`config.mk`:
```
export PLATFORM = sky130hd
export DESIGN_NAME = bracket_balance_checker_core_flat
export DESIGN_NICKNAME = d
export VERILOG_FILES = /design/src/hw/rtl/bbc_pkg.sv /design/src/hw/rtl/bbc_in_if.sv /design/src/hw/rtl/bbc_out_if.sv /design/src/hw/rtl/bbc_cell.sv /design/src/hw/rtl/bbc_ctrl.sv /design/src/hw/rtl/bracket_balance_checker_core.sv /design/src/flat_wrapper.sv
export VERILOG_INCLUDE_DIRS = /design/src /design/src/hw/rtl
export SDC_FILE = /design/constraint.sdc
export NUM_CORES = 1
export LEC_CHECK = 0
export ABC_AREA = 1
export BUFFER_PORTS_ARGS = -buffer_cell sky130_fd_sc_hd__buf_4
export CORE_UTILIZATION = 45
export DETAILED_ROUTE_END_ITERATION = 12
export HOLD_SLACK_MARGIN = 0.1
export PLACE_DENSITY = 0.64
export RECOVER_POWER = 25
export SYNTH_ARGS = -nofsm -noshare
export SYNTH_HDL_FRONTEND = slang
export SYNTH_SLANG_ARGS = --single-unit
```
`constraint.sdc`:
```
create_clock -name clk -period 8 [get_ports clk]
set_input_delay 0.8 -clock clk [delete_from_list [all_inputs] [get_ports clk]]
set_output_delay 0.8 -clock clk [all_outputs]
set_load 0.005 [all_outputs]
```
`src/hw/rtl/bracket_balance_checker_core_defines.svh`:
```
// assertion macros used by the checker control module (bbc_ctrl)
`ifndef BRACKET_BALANCE_CHECKER_CORE_DEFINES_SVH
`define BRACKET_BALANCE_CHECKER_CORE_DEFINES_SVH

// property must hold at every edge outside reset
`define BBC_ASSERT(label, clk, rst, prop) \
  label: assert property (@(posedge clk) disable iff (rst) prop) \
    else $error("bbc assertion failed");

// expression must never be true outside reset
`define BBC_NEVER(label, clk, rst, expr) \
  label: assert property (@(posedge clk) disable iff (rst) !(expr)) \
    else $error("bbc forbidden condition");

`endif

```
`src/hw/rtl/bbc_pkg.sv`:
```
`timescale 1ns / 1ps
package bbc_pkg;

  localparam int CODE_W = 3;

  // stack entry codes
  localparam logic [CODE_W-1:0] CODE_ROUND  = 3'd1;
  localparam logic [CODE_W-1:0] CODE_SQUARE = 3'd2;
  localparam logic [CODE_W-1:0] CODE_CURLY  = 3'd3;
  localparam logic [CODE_W-1:0] CODE_ANGLE  = 3'd4;
  localparam logic [CODE_W-1:0] CODE_BAR    = 3'd5;

  // ascii symbols
  localparam logic [7:0] CH_OPEN_ROUND   = 8'h28;
  localparam logic [7:0] CH_OPEN_SQUARE  = 8'h5B;
  localparam logic [7:0] CH_OPEN_CURLY   = 8'h7B;
  localparam logic [7:0] CH_OPEN_ANGLE   = 8'h3C;
  localparam logic [7:0] CH_BAR          = 8'h7C;
  localparam logic [7:0] CH_CLOSE_ROUND  = 8'h29;
  localparam logic [7:0] CH_CLOSE_SQUARE = 8'h5D;
  localparam logic [7:0] CH_CLOSE_CURLY  = 8'h7D;
  localparam logic [7:0] CH_CLOSE_ANGLE  = 8'h3E;

  typedef logic [CODE_W-1:0] code_t;

  // shift command broadcast to every stack cell
  typedef struct packed {
    logic  push;
    logic  pop;
    code_t code;
  } stack_ctl_t;

endpackage

```
`src/hw/rtl/bbc_in_if.sv`:
```
`timescale 1ns / 1ps
interface bbc_in_if;
  logic       valid;
  logic       ready;
  logic [7:0] symbol;
  logic       last_symbol;

  modport source (output valid, output symbol, output last_symbol, input ready);
  modport sink (input valid, input symbol, input last_symbol, output ready);
endinterface

```
`src/hw/rtl/bbc_out_if.sv`:
```
`timescale 1ns / 1ps
interface bbc_out_if;
  logic valid;
  logic ready;
  logic balanced;
  logic overflowed;

  modport source (output valid, output balanced, output overflowed, input ready);
  modport sink (input valid, input balanced, input overflowed, output ready);
endinterface

```
`src/hw/rtl/bbc_cell.sv`:
```
`timescale 1ns / 1ps
module bbc_cell (
  input  logic               clk,
  input  bbc_pkg::stack_ctl_t ctl,
  input  bbc_pkg::code_t     from_prev,
  input  bbc_pkg::code_t     from_next,
  output bbc_pkg::code_t     held
);

  // push shifts away from the top, pop shifts toward it
  always_ff @(posedge clk) begin
    if (ctl.push) begin
      held <= from_prev;
    end else if (ctl.pop) begin
      held <= from_next;
    end
  end

endmodule

```
`src/hw/rtl/bbc_ctrl.sv`:
```
`timescale 1ns / 1ps
`include "bracket_balance_checker_core_defines.svh"
module bbc_ctrl #(
  parameter int STACK_DEPTH = 64
) (
  input  logic                clk,
  input  logic                rst,
  bbc_in_if.sink              chars,
  bbc_out_if.source           verdict,
  input  bbc_pkg::code_t      top_code,
  output bbc_pkg::stack_ctl_t ctl
);

  localparam int DW = $clog2(STACK_DEPTH + 1);
  localparam logic [DW-1:0] FULL = DW'(STACK_DEPTH);

  logic [DW-1:0]  depth;
  logic [DW-1:0]  depth_next;
  logic           failed;
  logic           failed_next;
  logic           overflow_seen;
  logic           overflow_seen_next;
  logic           acc;
  logic           empty;
  logic           full;
  logic           push_want;
  logic           close_want;
  bbc_pkg::code_t want_code;
  bbc_pkg::code_t push_code;

  assign acc         = chars.valid && chars.ready;
  assign empty       = (depth == '0);
  assign full        = (depth == FULL);
  assign chars.ready = !verdict.valid || verdict.ready;

  always_comb begin
    push_want          = 1'b0;
    close_want         = 1'b0;
    want_code          = bbc_pkg::CODE_ROUND;
    push_code          = bbc_pkg::CODE_ROUND;
    ctl.push           = 1'b0;
    ctl.pop            = 1'b0;
    ctl.code           = bbc_pkg::CODE_ROUND;
    failed_next        = failed;
    overflow_seen_next = overflow_seen;
    depth_next         = depth;
    if (acc && !failed) begin
      unique case (chars.symbol)
        bbc_pkg::CH_OPEN_ROUND: begin
          push_want = 1'b1;
          push_code = bbc_pkg::CODE_ROUND;
        end
        bbc_pkg::CH_OPEN_SQUARE: begin
          push_want = 1'b1;
          push_code = bbc_pkg::CODE_SQUARE;
        end
        bbc_pkg::CH_OPEN_CURLY: begin
          push_want = 1'b1;
          push_code = bbc_pkg::CODE_CURLY;
        end
        bbc_pkg::CH_OPEN_ANGLE: begin
          push_want = 1'b1;
          push_code = bbc_pkg::CODE_ANGLE;
        end
        bbc_pkg::CH_BAR: begin
          // a bar closes a bar on top, otherwise it opens
          if (!empty && top_code == bbc_pkg::CODE_BAR) begin
            ctl.pop = 1'b1;
          end else begin
            push_want = 1'b1;
            push_code = bbc_pkg::CODE_BAR;
          end
        end
        bbc_pkg::CH_CLOSE_ROUND: begin
          close_want = 1'b1;
          want_code  = bbc_pkg::CODE_ROUND;
        end
        bbc_pkg::CH_CLOSE_SQUARE: begin
          close_want = 1'b1;
          want_code  = bbc_pkg::CODE_SQUARE;
        end
        bbc_pkg::CH_CLOSE_CURLY: begin
          close_want = 1'b1;
          want_code  = bbc_pkg::CODE_CURLY;
        end
        bbc_pkg::CH_CLOSE_ANGLE: begin
          close_want = 1'b1;
          want_code  = bbc_pkg::CODE_ANGLE;
        end
        default: begin
          failed_next = 1'b1;
        end
      endcase
      if (push_want) begin
        if (full) begin
          failed_next        = 1'b1;
          overflow_seen_next = 1'b1;
        end else begin
          ctl.push = 1'b1;
          ctl.code = push_code;
        end
      end
      if (close_want) begin
        if (empty) begin
          failed_next = 1'b1;
        end else begin
          ctl.pop = 1'b1;
          if (top_code != want_code) begin
            failed_next = 1'b1;
          end
        end
      end
      if (ctl.push) begin
        depth_next = depth + 1'b1;
      end else if (ctl.pop) begin
        depth_next = depth - 1'b1;
      end
    end
  end

  always_ff @(posedge clk) begin
    if (rst) begin
      depth         <= '0;
      failed        <= 1'b0;
      overflow_seen <= 1'b0;
      verdict.valid <= 1'b0;
    end else begin
      if (acc && chars.last_symbol) begin
        depth         <= '0;
        failed        <= 1'b0;
        overflow_seen <= 1'b0;
        verdict.valid <= 1'b1;
      end else begin
        depth         <= depth_next;
        failed        <= failed_next;
        overflow_seen <= overflow_seen_next;
        if (verdict.ready) begin
          verdict.valid <= 1'b0;
        end
      end
    end
  end

  always_ff @(posedge clk) begin
    if (acc && chars.last_symbol) begin
      verdict.balanced   <= !failed_next && (depth_next == '0);
      verdict.overflowed <= overflow_seen_next;
    end
  end

  `BBC_NEVER(a_depth_bound, clk, rst, depth > FULL)
  `BBC_NEVER(a_push_pop, clk, rst, ctl.push && ctl.pop)
  `BBC_ASSERT(a_shift_on_beat, clk, rst, (ctl.push || ctl.pop) |-> acc)
  `BBC_ASSERT(a_clear_after_last, clk, rst, (acc && chars.last_symbol) |=> (depth == '0 && !failed && !overflow_seen && verdict.valid))
  `BBC_ASSERT(a_fail_freezes, clk, rst, (failed && !(acc && chars.last_symbol)) |=> $stable(depth))

endmodule

```
`src/hw/rtl/bracket_balance_checker_core.sv`:
```
`timescale 1ns / 1ps
// bracket balance checker
// chars: one ascii character per beat on symbol, last_symbol high on the final
//   character of a string. verdict: one beat per string, balanced and
//   overflowed, emitted after the beat that carries last_symbol.
// openers ( [ { < push, a bar pops a bar on top or else pushes, closers must
//   pop their own opener; any other byte, an empty-stack closer, a mismatch
//   or a push into a full stack marks the string unbalanced.
// throughput: one character per cycle while chars.ready is high, no bubbles
//   between strings. every beat does at most one shift of the cell row, and
//   the top code is read straight from the first cell.
// output: registered, valid in the cycle after the last character is taken.
// reset: depth and flags clear and the verdict register empties; stack cells
//   keep stale contents, which are never read below the depth.
// stall: the verdict sits in a single output register; chars.ready stays high
//   while that register is empty or being drained, and drops only when a
//   verdict is held and verdict.ready is low.
// STACK_DEPTH sets the number of cells (nesting limit per string).
module bracket_balance_checker_core #(
  parameter int STACK_DEPTH = 64
) (
  input  logic      clk,
  input  logic      rst,
  bbc_in_if.sink    chars,
  bbc_out_if.source verdict
);

  bbc_pkg::stack_ctl_t ctl;
  bbc_pkg::code_t      codes [STACK_DEPTH];

  bbc_ctrl #(
    .STACK_DEPTH (STACK_DEPTH)
  ) u_ctrl (
    .clk      (clk),
    .rst      (rst),
    .chars    (chars),
    .verdict  (verdict),
    .top_code (codes[0]),
    .ctl      (ctl)
  );

  for (genvar i = 0; i < STACK_DEPTH; i++) begin : g_cell
    bbc_pkg::code_t from_prev;
    bbc_pkg::code_t from_next;

    if (i == 0) begin : g_head
      assign from_prev = ctl.code;
    end else begin : g_body
      assign from_prev = codes[i-1];
    end

    if (i == STACK_DEPTH - 1) begin : g_tail
      assign from_next = bbc_pkg::CODE_ROUND;
    end else begin : g_link
      assign from_next = codes[i+1];
    end

    bbc_cell u_cell (
      .clk       (clk),
      .ctl       (ctl),
      .from_prev (from_prev),
      .from_next (from_next),
      .held      (codes[i])
    );
  end

endmodule
```
`src/flat_wrapper.sv`:
```
// flat-port wrapper written by rule: the top's interface ports become plain ports
module bracket_balance_checker_core_flat 
#(
  parameter int STACK_DEPTH = 64
)
  (clk, rst, chars_valid, chars_symbol, chars_last_symbol, chars_ready, verdict_valid, verdict_balanced, verdict_overflowed, verdict_ready);
  bbc_in_if chars_i ();
  bbc_out_if verdict_i ();
  input  logic clk;
  input  logic rst;
  input wire logic [$bits(chars_i.valid)-1:0] chars_valid;
  input wire logic [$bits(chars_i.symbol)-1:0] chars_symbol;
  input wire logic [$bits(chars_i.last_symbol)-1:0] chars_last_symbol;
  output wire logic [$bits(chars_i.ready)-1:0] chars_ready;
  output wire logic [$bits(verdict_i.valid)-1:0] verdict_valid;
  output wire logic [$bits(verdict_i.balanced)-1:0] verdict_balanced;
  output wire logic [$bits(verdict_i.overflowed)-1:0] verdict_overflowed;
  input wire logic [$bits(verdict_i.ready)-1:0] verdict_ready;
  assign chars_i.valid = chars_valid;
  assign chars_i.symbol = chars_symbol;
  assign chars_i.last_symbol = chars_last_symbol;
  assign chars_ready = chars_i.ready;
  assign verdict_valid = verdict_i.valid;
  assign verdict_balanced = verdict_i.balanced;
  assign verdict_overflowed = verdict_i.overflowed;
  assign verdict_i.ready = verdict_ready;
  bracket_balance_checker_core #(.STACK_DEPTH(STACK_DEPTH)) u_core (.clk(clk), .rst(rst), .chars(chars_i), .verdict(verdict_i));
endmodule
```
==> impl_metrics.json <==
{
  "synthToLayoutAreaGrowth_pct": 9.28,
  "maxCapViolCount": 0,
  "p_seq_share_pct": 54.1,
  "worst_pin_slew_ns": 1.08,
  "rr_worst_depth": 11,
  "synthesis.area_mm2": 0.00918,
  "synth_cell_type_count": 31,
  "core_area_mm2": 0.0197,
  "cts-buffers-inserted": 23,
  "post_drt_wl_per_cell_um": 12.6,
  "cp.arrival_ns": 4.01,
  "power.leakage_uw": 0.00393,
  "layout_worst_path_cycle_share_pct": 48.7,
  "cts_resized": 0,
  "r2r-end": "u_core.g_cell[10].u_cell.held[2]",
  "clockPowerShare_pct": 44.2,
  "cp-end-kind": "flip-flop",
  "synth_edf_count": 194,
  "rows": 51,
  "hp-class": "flip-flop to flip-flop",
  "rsz0062_at_grt": "no",
  "clock_sinks": 204,
  "p_int_uw": 1740,
  "status": "completed",
  "yosysSeqAreaShare_pct": 65.6,
  "syn_nets": 908,
  "die_h_um": 145,
  "power.switching_uw": 414,
  "first_global_vias": 5507,
  "routed_wl_um": 14800,
  "drv_slew": 0,
  "ctsHoldBuffers": 0,
  "hold_violations": 0,
  "grt_first_pass_wirelength_um": 25600,
  "htreeDepth": 1,
  "diodes": 0,
  "route.detailed.drc": 0,
  "max_slew_margin_pct": 27.7,
  "finalNetCount": 911,
  "grt_usage_pct": 15.0,
  "r2r-start": "u_core.u_ctrl.depth[0]",
  "grt_antenna_before_repair": 0,
  "setup_viol_count_final": 0,
  "root_buffer": "clkbuf_16",
  "syn_avg_cell_area_um2": 10.3,
  "dieArea_mm2": 0.0210,
  "place_ws_ns": 4.18,
  "synthArstFlopShare_pct": 0,
  "post_cts_buffers": 0,
  "critPathCapture": "u_core.g_cell[10].u_cell.held[2]",
  "initial_utilization_pct": 46.6,
  "cellPowerDensity_mw_per_mm2": 215,
  "io_pins": 17,
  "drtAntennaViolNets": 0,
  "hpwl_um": 8400,
  "fin_worst_skew_ns": 0.00869,
  "switching_share_pct": 19.2,
  "port_buffers": 16,
  "grt-ovfl-total": 0,
  "crit_type": "flip-flop to flip-flop",
  "ir_drop_mv": 0.146,
  "combPwrFrac_pct": 1.7,
  "ys_ff_latch": 204,
  "crit_start": "u_core.u_ctrl.depth[0]",
  "path_clk_slew_ns": 0.06,
  "die_x_um": 145,
  "synthCells": 893,
  "num_vias": 5756,
  "tns_ns": 0,
  "layout_setup_ws_ns": 4.10,
  "routed_via_density": 4.90,
  "clkLatencyLatePin_ns": 0.49,
  "regToRegSetupSlack_ns": 4.10,
  "gp_congestion": 0.773,
  "drtPass1Iterations": 5,
  "clock_path_buffers": 3,
  "required_ns": 8.11,
  "crit_fanout": 192,
  "startpoint_type": "flip-flop",
  "min_period_ns": 3.90,
  "synthFlopType": "edfxtp_1",
  "drive_above_1_share_pct": 7.59,
  "synth_warnings": 0,
  "cts_tree": "done",
  "timing.fmax_ghz": 0.256,
  "drt_iter0_markers": 519,
  "grt_max_degree": 193
}
[registers in the layout, summed over array words and instances (netlist names)]
signal	cells
u_core.u_ctrl.overflow_seen	1
u_core.u_ctrl.verdict.overflowed	1
u_core.u_ctrl.depth	7
u_core.g_cell.u_cell.held	192
u_core.u_ctrl.verdict.balanced	1
u_core.u_ctrl.failed	1
u_core.u_ctrl.verdict.valid	1
[cell type report]
class	count	area, µm²
Clock buffer	34	658
Clock inverter	4	18.8
Fill cell	1772	9690
Inverter	123	462
Multi-Input combinational cell	525	2380
Sequential cell	204	6030
Tap cell	265	332
Timing Repair Buffer	19	155
[worst min-delay path by stage]
stage | endpoint | slack (ns) | from | cells after the start
after floorplan | u_core.u_ctrl.overflow_seen | 0.44 | u_core.u_ctrl.overflow_seen | 2
after global placement | u_core.u_ctrl.overflow_seen | 0.45 | u_core.u_ctrl.overflow_seen | 2
after detailed placement | u_core.u_ctrl.overflow_seen | 0.45 | u_core.u_ctrl.overflow_seen | 2
after CTS | u_core.u_ctrl.overflow_seen | 0.46 | u_core.u_ctrl.overflow_seen | 2
after global routing | u_core.u_ctrl.overflow_seen | 0.48 | u_core.u_ctrl.overflow_seen | 2
final | u_core.u_ctrl.overflow_seen | 0.46 | u_core.u_ctrl.overflow_seen | 2
[power by group through the flow]
stage / Combinational (µW) / Sequential (µW) / Clock [µW]
floorplan: 26.7 / 1190 / 0
finish: 37.4 / 1160 / 951
global route: 43.2 / 1160 / 1010
CTS: 38.6 / 1160 / 974
global placement: 37.8 / 1190 / 0
detailed placement: 38.4 / 1190 / 0
[stage by stage]
stage	area [µm²]	std cells	hold slack (ns)	power [µW]	utilization, %
floorplan	9180	893	0.436	1210	-
global placement	9400	1136	0.451	1220	47.7
detailed placement	9400	1136	0.447	1230	47.7
CTS	10100	1174	0.456	2180	51.1
global route	10000	1174	0.479	2220	50.9
finish	10000	1174	0.456	2150	50.9
[kinds of logic after synthesis]
kind of cell	Yosys count	synth area share, %
simple gates	333	15.6
flops	204	65.6
compound gates	188	10.3
buf+inv	164	8.00
xor+xnor	2	0.191
fa+ha+maj	2	0.273
[cells in the final DEF, fill, tap and decap left out, types with 5 or more instances in the layout]
cell type	n
nor2_1	26
edfxtp_1	194
clkbuf_1	8
clkbuf_16	24
dfxtp_1	10
nand4_1	8
nand2_1	257
inv_1	117
nand2_2	6
o21ai_1	39
nand3_1	18
buf_4	13
o21ai_0	144
clkbuf_4	5
[layer usage]
metal | vias to the layer above | routed length (µm) | track usage, %
met5 | - | 0 | 0
met4 | 0 | 376 | 4.49
met3 | 27 | 539 | 2.73
met2 | 95 | 6490 | 23.0
met1 | 2664 | 7400 | 21.8
li1 | 2970 | - | -
[critical path, stage by stage, from the launching register on]
cell	delay [ns]
dfxtp_1	0.33
inv_1	0.11
ha_1	0.15
inv_1	0.05
nor3_1	0.20
nand2_1	0.21
nand2_2	0.10
nand2_1	0.06
nand2_1	0.25
nand3_4	0.66
nand2_1	0.48
buf_12	0.65
[Yosys cell counts (all sizes together), types with 3 or more instances]
cell    count  area [µm²]
nor3        4        31.3
edfxtp    194        5830
inv       122         458
nand2     264        1040
dfxtp      10         200
buf        25         213
or2         3        21.3
nor2       32         159
clkbuf     16        60.1
nand4       8        50.1
nand3      20         118
o21ai     183         916
a21oi       4        20.0
No activity file was read; power rests on OpenSTA's default activity.
